[src/rtl/pdt_pkg.sv]
// ----------------------------------------------------------------------------
// pdt_pkg: shared types and constants of the path distance tracker
// Holds the point tag codes, the sum width and the sequencer state type.
// ----------------------------------------------------------------------------
`default_nettype none

package pdt_pkg;

   // Width of the point tag field
   localparam int unsigned TAG_BITS = 2;

   // Width of the path and distance sums
   localparam int unsigned SUM_BITS = 48;

   // Saturation value of both sums
   localparam logic [SUM_BITS-1:0] SUM_MAX = {SUM_BITS{1'b1}};

   // Point tag codes; the reserved code acts as a plain point
   localparam logic [TAG_BITS-1:0] TAG_PLAIN = 2'd0;
   localparam logic [TAG_BITS-1:0] TAG_START = 2'd1;
   localparam logic [TAG_BITS-1:0] TAG_STOP  = 2'd2;

   // Sequencer states
   typedef enum logic [8:0] {
      ST_IDLE  = 9'b000000001,
      ST_DIFF  = 9'b000000010,
      ST_SQX   = 9'b000000100,
      ST_SQY   = 9'b000001000,
      ST_SQA   = 9'b000010000,
      ST_ROOT  = 9'b000100000,
      ST_ACCUM = 9'b001000000,
      ST_DIV   = 9'b010000000,
      ST_DONE  = 9'b100000000
   } state_type;

endpackage

`default_nettype wire

[src/rtl/pdt_req_if.sv]
// ----------------------------------------------------------------------------
// pdt_req_if: point channel of the path distance tracker
// Valid/ready channel that carries one tagged point per transfer.
// ----------------------------------------------------------------------------
`default_nettype none

interface pdt_req_if
   import pdt_pkg::*;
#(
   parameter int unsigned COORD_BITS = 24
);

   logic                         valid;
   logic                         ready;
   logic [TAG_BITS-1:0]          req_type;
   logic signed [COORD_BITS-1:0] point_x;
   logic signed [COORD_BITS-1:0] point_y;

   modport source (
      output valid, req_type, point_x, point_y,
      input  ready
   );

   modport sink (
      input  valid, req_type, point_x, point_y,
      output ready
   );

endinterface

`default_nettype wire

[src/rtl/pdt_rsp_if.sv]
// ----------------------------------------------------------------------------
// pdt_rsp_if: result channel of the path distance tracker
// Valid/ready channel that carries one path summary per transfer.
// ----------------------------------------------------------------------------
`default_nettype none

interface pdt_rsp_if
   import pdt_pkg::*;
#(
   parameter int unsigned COORD_BITS = 24,
   parameter int unsigned COUNT_BITS = 32
);

   logic                         valid;
   logic                         ready;
   logic signed [COORD_BITS-1:0] final_x;
   logic signed [COORD_BITS-1:0] final_y;
   logic [SUM_BITS-1:0]          total_distance;
   logic [COORD_BITS:0]          distance_to_start;
   logic [SUM_BITS-1:0]          average_to_start;
   logic [COUNT_BITS-1:0]        points_counted;

   modport source (
      output valid, final_x, final_y, total_distance, distance_to_start,
             average_to_start, points_counted,
      input  ready
   );

   modport sink (
      input  valid, final_x, final_y, total_distance, distance_to_start,
             average_to_start, points_counted,
      output ready
   );

endinterface

`default_nettype wire

[src/rtl/path_distance_tracker_core.sv]
// ----------------------------------------------------------------------------
// path_distance_tracker_core: path length odometer over a stream of points
// Tracks a path from a start point to a stop point, summing step lengths and
// distances to the start, and reports totals and the mean at the stop point.
// ----------------------------------------------------------------------------
// Points arrive on req_chan and are ignored until a start point, which arms
// tracking. Each tracked point then takes two distance passes, each a
// difference, two squarings on one multiplier, and a floor square root that
// settles one root bit per cycle, COORD_BITS+1 bits in all. A stop point then
// adds the mean: a restoring division, one quotient bit per cycle, 48 bits in
// all, that shares the root's subtractor. req_chan.ready is high only while
// the sequencer is idle. The summary waits in an output register, so the next
// points are taken while rsp_chan is stalled; only the following stop point
// waits for it. Sums saturate at 2^48-1 and the count at
// 2^COUNT_BITS-1.
// ----------------------------------------------------------------------------
`default_nettype none

module path_distance_tracker_core
   import pdt_pkg::*;
#(
   parameter int unsigned COORD_BITS = 24,
   parameter int unsigned COUNT_BITS = 32
) (
   input  wire logic   clock,
   input  wire logic   reset,
   pdt_req_if.sink     req_chan,
   pdt_rsp_if.source   rsp_chan
);

   localparam int unsigned RAD_W  = 2 * COORD_BITS + 2;
   localparam int unsigned SUB_W  = (COORD_BITS + 3 > COUNT_BITS + 1) ?
                                    COORD_BITS + 3 : COUNT_BITS + 1;
   localparam int unsigned ITER_W = $clog2(SUM_BITS);

   // Control registers
   state_type                    state_ff, state_in;
   logic                         tracking_ff, tracking_in;
   logic                         pass_ff, pass_in;
   logic                         stop_ff, stop_in;
   logic [ITER_W-1:0]            iter_ff, iter_in;
   logic                         rsp_valid_ff, rsp_valid_in;

   // Path state
   logic signed [COORD_BITS-1:0] origin_x_ff, origin_x_in;
   logic signed [COORD_BITS-1:0] origin_y_ff, origin_y_in;
   logic signed [COORD_BITS-1:0] last_x_ff, last_x_in;
   logic signed [COORD_BITS-1:0] last_y_ff, last_y_in;
   logic signed [COORD_BITS-1:0] cur_x_ff, cur_x_in;
   logic signed [COORD_BITS-1:0] cur_y_ff, cur_y_in;
   logic [SUM_BITS-1:0]          path_sum_ff, path_sum_in;
   logic [SUM_BITS-1:0]          odist_sum_ff, odist_sum_in;
   logic [COUNT_BITS-1:0]        tally_ff, tally_in;

   // Datapath registers
   logic [COORD_BITS-1:0]        mag_x_ff, mag_x_in;
   logic [COORD_BITS-1:0]        mag_y_ff, mag_y_in;
   logic [2*COORD_BITS-1:0]      prod_ff, prod_in;
   logic [RAD_W-1:0]             rad_ff, rad_in;
   logic [SUB_W-1:0]             rem_ff, rem_in;
   logic [COORD_BITS:0]          root_ff, root_in;
   logic [COORD_BITS:0]          step_ff, step_in;
   logic [COORD_BITS:0]          odist_ff, odist_in;
   logic [SUM_BITS-1:0]          num_ff, num_in;

   // Result registers
   logic signed [COORD_BITS-1:0] rsp_x_ff, rsp_x_in;
   logic signed [COORD_BITS-1:0] rsp_y_ff, rsp_y_in;
   logic [SUM_BITS-1:0]          rsp_total_ff, rsp_total_in;
   logic [COORD_BITS:0]          rsp_dts_ff, rsp_dts_in;
   logic [SUM_BITS-1:0]          rsp_avg_ff, rsp_avg_in;
   logic [COUNT_BITS-1:0]        rsp_count_ff, rsp_count_in;

   // Combinational helpers
   logic                         req_xfer;
   logic                         rsp_free;
   logic signed [COORD_BITS-1:0] base_x, base_y;
   logic signed [COORD_BITS:0]   diff_x, diff_y;
   logic [COORD_BITS:0]          abs_x, abs_y;
   logic [COORD_BITS-1:0]        mag_sel;
   logic [SUB_W-1:0]             sub_a, sub_b;
   logic [SUB_W:0]               sub_out;
   logic                         sub_borrow;
   logic [SUM_BITS:0]            path_add, odist_add;
   logic [SUM_BITS-1:0]          path_next, odist_next;

   assign req_chan.ready = (state_ff == ST_IDLE);
   assign req_xfer       = req_chan.valid && req_chan.ready;
   assign rsp_free       = !rsp_valid_ff || rsp_chan.ready;

   // Form coordinate differences against last or start point
   always_comb begin
      base_x = pass_ff ? origin_x_ff : last_x_ff;
      base_y = pass_ff ? origin_y_ff : last_y_ff;
      diff_x = {base_x[COORD_BITS-1], base_x} - {cur_x_ff[COORD_BITS-1], cur_x_ff};
      diff_y = {base_y[COORD_BITS-1], base_y} - {cur_y_ff[COORD_BITS-1], cur_y_ff};
      abs_x  = diff_x[COORD_BITS] ? (COORD_BITS+1)'(-diff_x) : diff_x;
      abs_y  = diff_y[COORD_BITS] ? (COORD_BITS+1)'(-diff_y) : diff_y;
   end

   assign mag_sel = (state_ff == ST_SQX) ? mag_x_ff : mag_y_ff;

   // Drive the shared trial subtractor for root or quotient bits
   always_comb begin
      if (state_ff == ST_DIV) begin
         sub_a = SUB_W'({rem_ff[COUNT_BITS-1:0], num_ff[SUM_BITS-1]});
         sub_b = SUB_W'(tally_ff);
      end else begin
         sub_a = SUB_W'({rem_ff[COORD_BITS:0], rad_ff[RAD_W-1 -: 2]});
         sub_b = SUB_W'({root_ff[COORD_BITS-1:0], 2'b01});
      end
      sub_out    = {1'b0, sub_a} - {1'b0, sub_b};
      sub_borrow = sub_out[SUB_W];
   end

   // Saturating sum updates
   always_comb begin
      path_add   = {1'b0, path_sum_ff} + (SUM_BITS+1)'(step_ff);
      odist_add  = {1'b0, odist_sum_ff} + (SUM_BITS+1)'(odist_ff);
      path_next  = path_add[SUM_BITS] ? SUM_MAX : path_add[SUM_BITS-1:0];
      odist_next = odist_add[SUM_BITS] ? SUM_MAX : odist_add[SUM_BITS-1:0];
   end

   // Sequencer and datapath next state
   always_comb begin
      state_in     = state_ff;
      tracking_in  = tracking_ff;
      pass_in      = pass_ff;
      stop_in      = stop_ff;
      iter_in      = iter_ff;
      rsp_valid_in = rsp_valid_ff;
      origin_x_in  = origin_x_ff;
      origin_y_in  = origin_y_ff;
      last_x_in    = last_x_ff;
      last_y_in    = last_y_ff;
      cur_x_in     = cur_x_ff;
      cur_y_in     = cur_y_ff;
      path_sum_in  = path_sum_ff;
      odist_sum_in = odist_sum_ff;
      tally_in     = tally_ff;
      mag_x_in     = mag_x_ff;
      mag_y_in     = mag_y_ff;
      prod_in      = prod_ff;
      rad_in       = rad_ff;
      rem_in       = rem_ff;
      root_in      = root_ff;
      step_in      = step_ff;
      odist_in     = odist_ff;
      num_in       = num_ff;
      rsp_x_in     = rsp_x_ff;
      rsp_y_in     = rsp_y_ff;
      rsp_total_in = rsp_total_ff;
      rsp_dts_in   = rsp_dts_ff;
      rsp_avg_in   = rsp_avg_ff;
      rsp_count_in = rsp_count_ff;

      // Drop the result once it is taken
      if (rsp_valid_ff && rsp_chan.ready) begin
         rsp_valid_in = 1'b0;
      end

      case (state_ff)
         ST_IDLE: begin
            if (req_xfer) begin
               if (tracking_ff) begin
                  cur_x_in = req_chan.point_x;
                  cur_y_in = req_chan.point_y;
                  stop_in  = (req_chan.req_type == TAG_STOP);
                  pass_in  = 1'b0;
                  state_in = ST_DIFF;
               end else if (req_chan.req_type == TAG_START) begin
                  tracking_in  = 1'b1;
                  origin_x_in  = req_chan.point_x;
                  origin_y_in  = req_chan.point_y;
                  last_x_in    = req_chan.point_x;
                  last_y_in    = req_chan.point_y;
                  path_sum_in  = '0;
                  odist_sum_in = '0;
                  tally_in     = '0;
               end
            end
         end
         ST_DIFF: begin
            mag_x_in = abs_x[COORD_BITS-1:0];
            mag_y_in = abs_y[COORD_BITS-1:0];
            state_in = ST_SQX;
         end
         ST_SQX: begin
            prod_in  = (2*COORD_BITS)'(mag_sel) * (2*COORD_BITS)'(mag_sel);
            state_in = ST_SQY;
         end
         ST_SQY: begin
            prod_in  = (2*COORD_BITS)'(mag_sel) * (2*COORD_BITS)'(mag_sel);
            rad_in   = RAD_W'(prod_ff);
            state_in = ST_SQA;
         end
         ST_SQA: begin
            rad_in   = rad_ff + RAD_W'(prod_ff);
            rem_in   = '0;
            root_in  = '0;
            iter_in  = '0;
            state_in = ST_ROOT;
         end
         ST_ROOT: begin
            // Settle one root bit from the next radicand bit pair
            if (!sub_borrow) begin
               rem_in  = sub_out[SUB_W-1:0];
               root_in = {root_ff[COORD_BITS-1:0], 1'b1};
            end else begin
               rem_in  = sub_a;
               root_in = {root_ff[COORD_BITS-1:0], 1'b0};
            end
            rad_in  = {rad_ff[RAD_W-3:0], 2'b00};
            iter_in = iter_ff + 1'b1;
            if (iter_ff == ITER_W'(COORD_BITS)) begin
               if (pass_ff) begin
                  odist_in = root_in;
                  state_in = ST_ACCUM;
               end else begin
                  step_in  = root_in;
                  pass_in  = 1'b1;
                  state_in = ST_DIFF;
               end
            end
         end
         ST_ACCUM: begin
            path_sum_in  = path_next;
            odist_sum_in = odist_next;
            if (tally_ff != {COUNT_BITS{1'b1}}) begin
               tally_in = tally_ff + 1'b1;
            end
            last_x_in = cur_x_ff;
            last_y_in = cur_y_ff;
            if (stop_ff) begin
               tracking_in = 1'b0;
               num_in      = odist_next;
               rem_in      = '0;
               iter_in     = '0;
               state_in    = ST_DIV;
            end else begin
               state_in = ST_IDLE;
            end
         end
         ST_DIV: begin
            // Settle one quotient bit, shifting it into the dividend
            rem_in  = sub_borrow ? sub_a : sub_out[SUB_W-1:0];
            num_in  = {num_ff[SUM_BITS-2:0], !sub_borrow};
            iter_in = iter_ff + 1'b1;
            if (iter_ff == ITER_W'(SUM_BITS - 1)) begin
               state_in = ST_DONE;
            end
         end
         ST_DONE: begin
            // Hold until the output register is free, then load it
            if (rsp_free) begin
               rsp_valid_in = 1'b1;
               rsp_x_in     = cur_x_ff;
               rsp_y_in     = cur_y_ff;
               rsp_total_in = path_sum_ff;
               rsp_dts_in   = odist_ff;
               rsp_avg_in   = num_ff;
               rsp_count_in = tally_ff;
               state_in     = ST_IDLE;
            end
         end
         default: begin
            state_in = ST_IDLE;
         end
      endcase
   end

   // Control state with reset
   always_ff @(posedge clock) begin
      if (reset) begin
         state_ff     <= ST_IDLE;
         tracking_ff  <= 1'b0;
         rsp_valid_ff <= 1'b0;
      end else begin
         state_ff     <= state_in;
         tracking_ff  <= tracking_in;
         rsp_valid_ff <= rsp_valid_in;
      end
   end

   // Payload and datapath registers
   always_ff @(posedge clock) begin
      pass_ff      <= pass_in;
      stop_ff      <= stop_in;
      iter_ff      <= iter_in;
      origin_x_ff  <= origin_x_in;
      origin_y_ff  <= origin_y_in;
      last_x_ff    <= last_x_in;
      last_y_ff    <= last_y_in;
      cur_x_ff     <= cur_x_in;
      cur_y_ff     <= cur_y_in;
      path_sum_ff  <= path_sum_in;
      odist_sum_ff <= odist_sum_in;
      tally_ff     <= tally_in;
      mag_x_ff     <= mag_x_in;
      mag_y_ff     <= mag_y_in;
      prod_ff      <= prod_in;
      rad_ff       <= rad_in;
      rem_ff       <= rem_in;
      root_ff      <= root_in;
      step_ff      <= step_in;
      odist_ff     <= odist_in;
      num_ff       <= num_in;
      rsp_x_ff     <= rsp_x_in;
      rsp_y_ff     <= rsp_y_in;
      rsp_total_ff <= rsp_total_in;
      rsp_dts_ff   <= rsp_dts_in;
      rsp_avg_ff   <= rsp_avg_in;
      rsp_count_ff <= rsp_count_in;
   end

   // Drive the result channel
   assign rsp_chan.valid             = rsp_valid_ff;
   assign rsp_chan.final_x           = rsp_x_ff;
   assign rsp_chan.final_y           = rsp_y_ff;
   assign rsp_chan.total_distance    = rsp_total_ff;
   assign rsp_chan.distance_to_start = rsp_dts_ff;
   assign rsp_chan.average_to_start  = rsp_avg_ff;
   assign rsp_chan.points_counted    = rsp_count_ff;

endmodule

`default_nettype wire

[src/flat_wrapper.sv]
// flat-port wrapper written by rule: the top's interface ports become plain ports
module path_distance_tracker_core_flat import pdt_pkg::*;
#(
   parameter int unsigned COORD_BITS = 24,
   parameter int unsigned COUNT_BITS = 32
)
  (clock, reset, req_chan_valid, req_chan_req_type, req_chan_point_x, req_chan_point_y, req_chan_ready, rsp_chan_valid, rsp_chan_final_x, rsp_chan_final_y, rsp_chan_total_distance, rsp_chan_distance_to_start, rsp_chan_average_to_start, rsp_chan_points_counted, rsp_chan_ready);
  pdt_req_if #(.COORD_BITS(COORD_BITS)) req_chan_i ();
  pdt_rsp_if #(.COORD_BITS(COORD_BITS), .COUNT_BITS(COUNT_BITS)) rsp_chan_i ();
  input  wire logic clock;
  input  wire logic reset;
  input wire logic [$bits(req_chan_i.valid)-1:0] req_chan_valid;
  input wire logic [$bits(req_chan_i.req_type)-1:0] req_chan_req_type;
  input wire logic [$bits(req_chan_i.point_x)-1:0] req_chan_point_x;
  input wire logic [$bits(req_chan_i.point_y)-1:0] req_chan_point_y;
  output wire logic [$bits(req_chan_i.ready)-1:0] req_chan_ready;
  output wire logic [$bits(rsp_chan_i.valid)-1:0] rsp_chan_valid;
  output wire logic [$bits(rsp_chan_i.final_x)-1:0] rsp_chan_final_x;
  output wire logic [$bits(rsp_chan_i.final_y)-1:0] rsp_chan_final_y;
  output wire logic [$bits(rsp_chan_i.total_distance)-1:0] rsp_chan_total_distance;
  output wire logic [$bits(rsp_chan_i.distance_to_start)-1:0] rsp_chan_distance_to_start;
  output wire logic [$bits(rsp_chan_i.average_to_start)-1:0] rsp_chan_average_to_start;
  output wire logic [$bits(rsp_chan_i.points_counted)-1:0] rsp_chan_points_counted;
  input wire logic [$bits(rsp_chan_i.ready)-1:0] rsp_chan_ready;
  assign req_chan_i.valid = req_chan_valid;
  assign req_chan_i.req_type = req_chan_req_type;
  assign req_chan_i.point_x = req_chan_point_x;
  assign req_chan_i.point_y = req_chan_point_y;
  assign req_chan_ready = req_chan_i.ready;
  assign rsp_chan_valid = rsp_chan_i.valid;
  assign rsp_chan_final_x = rsp_chan_i.final_x;
  assign rsp_chan_final_y = rsp_chan_i.final_y;
  assign rsp_chan_total_distance = rsp_chan_i.total_distance;
  assign rsp_chan_distance_to_start = rsp_chan_i.distance_to_start;
  assign rsp_chan_average_to_start = rsp_chan_i.average_to_start;
  assign rsp_chan_points_counted = rsp_chan_i.points_counted;
  assign rsp_chan_i.ready = rsp_chan_ready;
  path_distance_tracker_core #(.COORD_BITS(COORD_BITS), .COUNT_BITS(COUNT_BITS)) u_core (.clock(clock), .reset(reset), .req_chan(req_chan_i), .rsp_chan(rsp_chan_i));
endmodule
[config.mk]
export PLATFORM = sky130hd
export DESIGN_NAME = path_distance_tracker_core_flat
export DESIGN_NICKNAME = d
export VERILOG_FILES = /design/src/rtl/pdt_pkg.sv /design/src/rtl/pdt_req_if.sv /design/src/rtl/pdt_rsp_if.sv /design/src/rtl/path_distance_tracker_core.sv /design/src/flat_wrapper.sv
export SDC_FILE = /design/constraint.sdc
export NUM_CORES = 2
export LEC_CHECK = 0
export BUFFER_PORTS_ARGS = -buffer_cell sky130_fd_sc_hd__buf_2
export CAP_MARGIN = 20
export CELL_PAD_IN_SITES_DETAIL_PLACEMENT = 0
export CELL_PAD_IN_SITES_GLOBAL_PLACEMENT = 1
export CORE_ASPECT_RATIO = 0.5
export CORE_MARGIN = 5
export CORE_UTILIZATION = 46
export CTS_CLUSTER_DIAMETER = 120
export DETAILED_ROUTE_END_ITERATION = 10
export GPL_TIMING_DRIVEN = 0
export PLACE_DENSITY_LB_ADDON = 0.1
export SLEW_MARGIN = 20
export SYNTH_ARGS = -nofsm -noshare
export SYNTH_HDL_FRONTEND = slang
export SYNTH_SLANG_ARGS = --single-unit
export TNS_END_PERCENT = 30
[constraint.sdc]
create_clock -name clock -period 13 [get_ports clock]
set_clock_uncertainty 0.2 [all_clocks]
set_input_delay 0.65 -clock clock [delete_from_list [all_inputs] [get_ports clock]]
set_output_delay 0.65 -clock clock [all_outputs]
set_load 0.02 [all_outputs]
==> flow_summary.ini <==
[run_status]
status = completed

[clock_network]
postCtsSetupBuffers = 0
cts_sinks = 791
cts-htree-levels = 3
cts_tree = built
worstSkewPairLatency_ps = 700
cts_root_buf = clkbuf_16
cts_made_buffers = 81
clk_pin_slew_ps = 70
clockBufferDepth = 3

[place]
dp.cells = 7228
hpwlAfterDp_um = 124800
portBuffers = 255
globalplace.congestion = 0.9251

[setup_path]
crit_path_max_incr_delay_ps = 890
cp.required_ps = 13220
arrival_ps = 11480
crit_path_start_kind = flop
crit_buf_inv = 8
path_delay_family = adder cells
crit_type = flop to flop
crit_path_end_kind = flop
slowest_stage = mux2i_2
cp_common_cell = fa_1
crit_fanout = 10

[timing]
fin_setup_tns_ps = 0
max_clock_freq_ghz = 0.08878
fin_crit_ps = 11260
finalHoldViolCount = 0
rsz0062_at_grt = false
worst_pin_slew_ps = 1134
fin_crit_sh_pct = 86.64
setup_violations = 0
slew_headroom_pct = 22.22
fin_hold_ws_ps = 49.50
slew_violations = 0

[min_path]
hold_class = input port to flop

[global_route]
grt_pass1_vias = 41870
track_usage_pct = 24.41
antenna_found_initial = 5
grt_pass1_wl_um = 248200
overflow = 0
grt_max_degree = 49

[power]
p_leak_nw = 27.17
power_density_nw_per_um2 = 253.3
total_power_mw = 16.23
vdd.ir_drop.worst_v = 0.0004664

[cells_and_area]
synthToLayoutAreaGrowth_pct = 12.79
layout-drive-gt1-share_pct = 9.555
regArea_um2 = 23640
nNetsFinal = 6570
final_core_util_pct = 52.10
multi_input_comb_area_um2 = 29890
finalNonFillerCells = 7426
n_fill_cell = 11000

[routing]
post-route-drc-count = 0
wire_per_inst_um = 21.65
drtIter0Drc = 3075
vias_per_cell = 5.505
ant_nets = 0
drt_first_pass_iters = 5
vias = 40880
routed_wl_um = 160800

[yosys]
synth_cells = 5315
postSynthAreaPerCell_um2 = 10.69
synth-async-reset-ratio_pct = 0
synth_warnings = 0
synth_cell_types = 93
yosysSeqAreaShare_pct = 41.63
synth-main-ff-cell = edfxtp_1
synth_edf_count = 780
synth_top_area_share_pct = 41.24
syn_area_um2 = 56800
synth_area_leaders = edfxtp_1 41%, fa_1 15%, ha_1 7.8%
syn_nets = 6153
ys_ff_latch = 791
yosysTopAreaCell = edfxtp_1

[floorplan]
die_width_um = 506.9
initial_core_util_pct = 46.19
core-area_um2 = 123000
die_h_um = 258.5
io_pins = 257
placementRows = 91
dieArea_um2 = 131000

[run]
cap_violations = 0
-- kinds of logic (layout without fill, tap and decap cells) --
family | count (synthesis) | in the layout | share of synthesized area, %
buffers and inverters | 897 | 1380 | 5.954
other | 0 | 1 | 0
xor gates and xnor gates | 283 | 283 | 4.390
muxes | 130 | 130 | 2.434
adders and majority gates | 784 | 784 | 22.98
DFF | 791 | 791 | 41.63
and+or+nand+nor | 1395 | 1395 | 11.10
AOI/OAI and AO/OA | 1035 | 1035 | 11.52
-- synthesized netlist by cell type, drive strengths merged (26+ instances only) --
cell	count
and3	55
nor2b	37
a211oi	31
a31oi	37
fa	432
nand2b	38
nor2	439
xor2	127
xnor2	156
a22oi	47
a21o	113
a21oi	310
and2	48
nand2	515
ha	352
o21ai	244
o21a	43
nand3	75
mux2i	65
mux2	65
clkbuf	153
o21bai	37
o31ai	26
inv	716
nor3	56
edfxtp	780
-- placed cells by master (no fill, tap or decap), drive strengths merged, types with 12 or more instances in the layout --
cell type,count
nor2,439
clkbuf,246
and2,48
or2,18
xnor2,156
a21boi,12
nand2b,38
clkinv,48
o211ai,17
inv,718
o21bai,37
nor3,56
nand4,24
dlygate4sd3,48
mux2,65
xor2,127
buf,308
a21oi,310
fa,432
a21o,113
mux2i,65
nor4,12
nand3,75
edfxtp,780
nor2b,37
o31ai,26
and3,55
or3,22
nand2,515
o21a,43
ha,352
a22oi,47
a211oi,31
o21ai,244
a31oi,37
-- area by class of cell --
| type | count | share of cell area (%) |
|---|---|---|
| repair buffers | 334 | 3.736 |
| well taps | 1627 | 3.178 |
| clock buffers | 93 | 3.283 |
| multi-input cells | 3627 | 46.65 |
| plain buffers | 175 | 1.057 |
| clock inverters | 56 | 0.9531 |
| inverters | 722 | 4.230 |
| flip-flops and latches | 791 | 36.90 |
| diodes | 1 | 0.003906 |
-- sequential cells by signal (all words and copies together), names as in the netlist, 25 cells and up --
register and cells:
u_core.num_ff 48, u_core.odist_ff 25, u_core.odist_sum_ff 48, u_core.path_sum_ff 48, u_core.prod_ff 47, u_core.rad_ff 50
u_core.rem_ff 32, u_core.rsp_chan.average_to_start 48, u_core.rsp_chan.distance_to_start 25, u_core.rsp_chan.points_counted 32, u_core.rsp_chan.total_distance 48, u_core.step_ff 25
u_core.tally_ff 32
-- routing by layer --
layer | GRT usage [%] | share of wire, %
met2 | 40.09 | 46
met5 | 0 | 0
met4 | 5.759 | 2.4
met1 | 34.11 | 45
met3 | 4.051 | 6.0
-- report_power, final --
part / leakage [nW] / total [mW] / switching (mW) / internal, mW
Sequential: 7.09 / 3.41 / 0.0449 / 3.37
Clock: 1.32 / 2.41 / 1.09 / 1.32
Combinational: 18.8 / 10.4 / 6.18 / 4.22
-- path summary, 6_finish.rpt --
kind	startpoint	endpoint	slack (ps)	cells past startpoint
worst max-delay path	u_core.state_ff[7]	u_core.prod_ff[46]	1740	31
worst min register to register	u_core.cur_y_ff[5]	u_core.rsp_chan.final_y[5]	250	0
worst max register to register	u_core.state_ff[7]	u_core.prod_ff[46]	1740	31
worst min-delay path	req_chan_req_type[0]	u_core.stop_ff	50	2
-- what timing repair did --
action                    4_1_cts  5_1_grt
hold endpoints to repair       96        0
resized for setup               0        0
hold buffers                   48        0
-- per-stage QoR --
step	worst slack, ps	area (um2)
floorplan	2225	56800
global placement	-2237	60110
detailed placement	1827	60860
CTS	1796	64060
global route	1176	64060
finish	1736	64060
No activity file was read; power rests on OpenSTA's default activity.
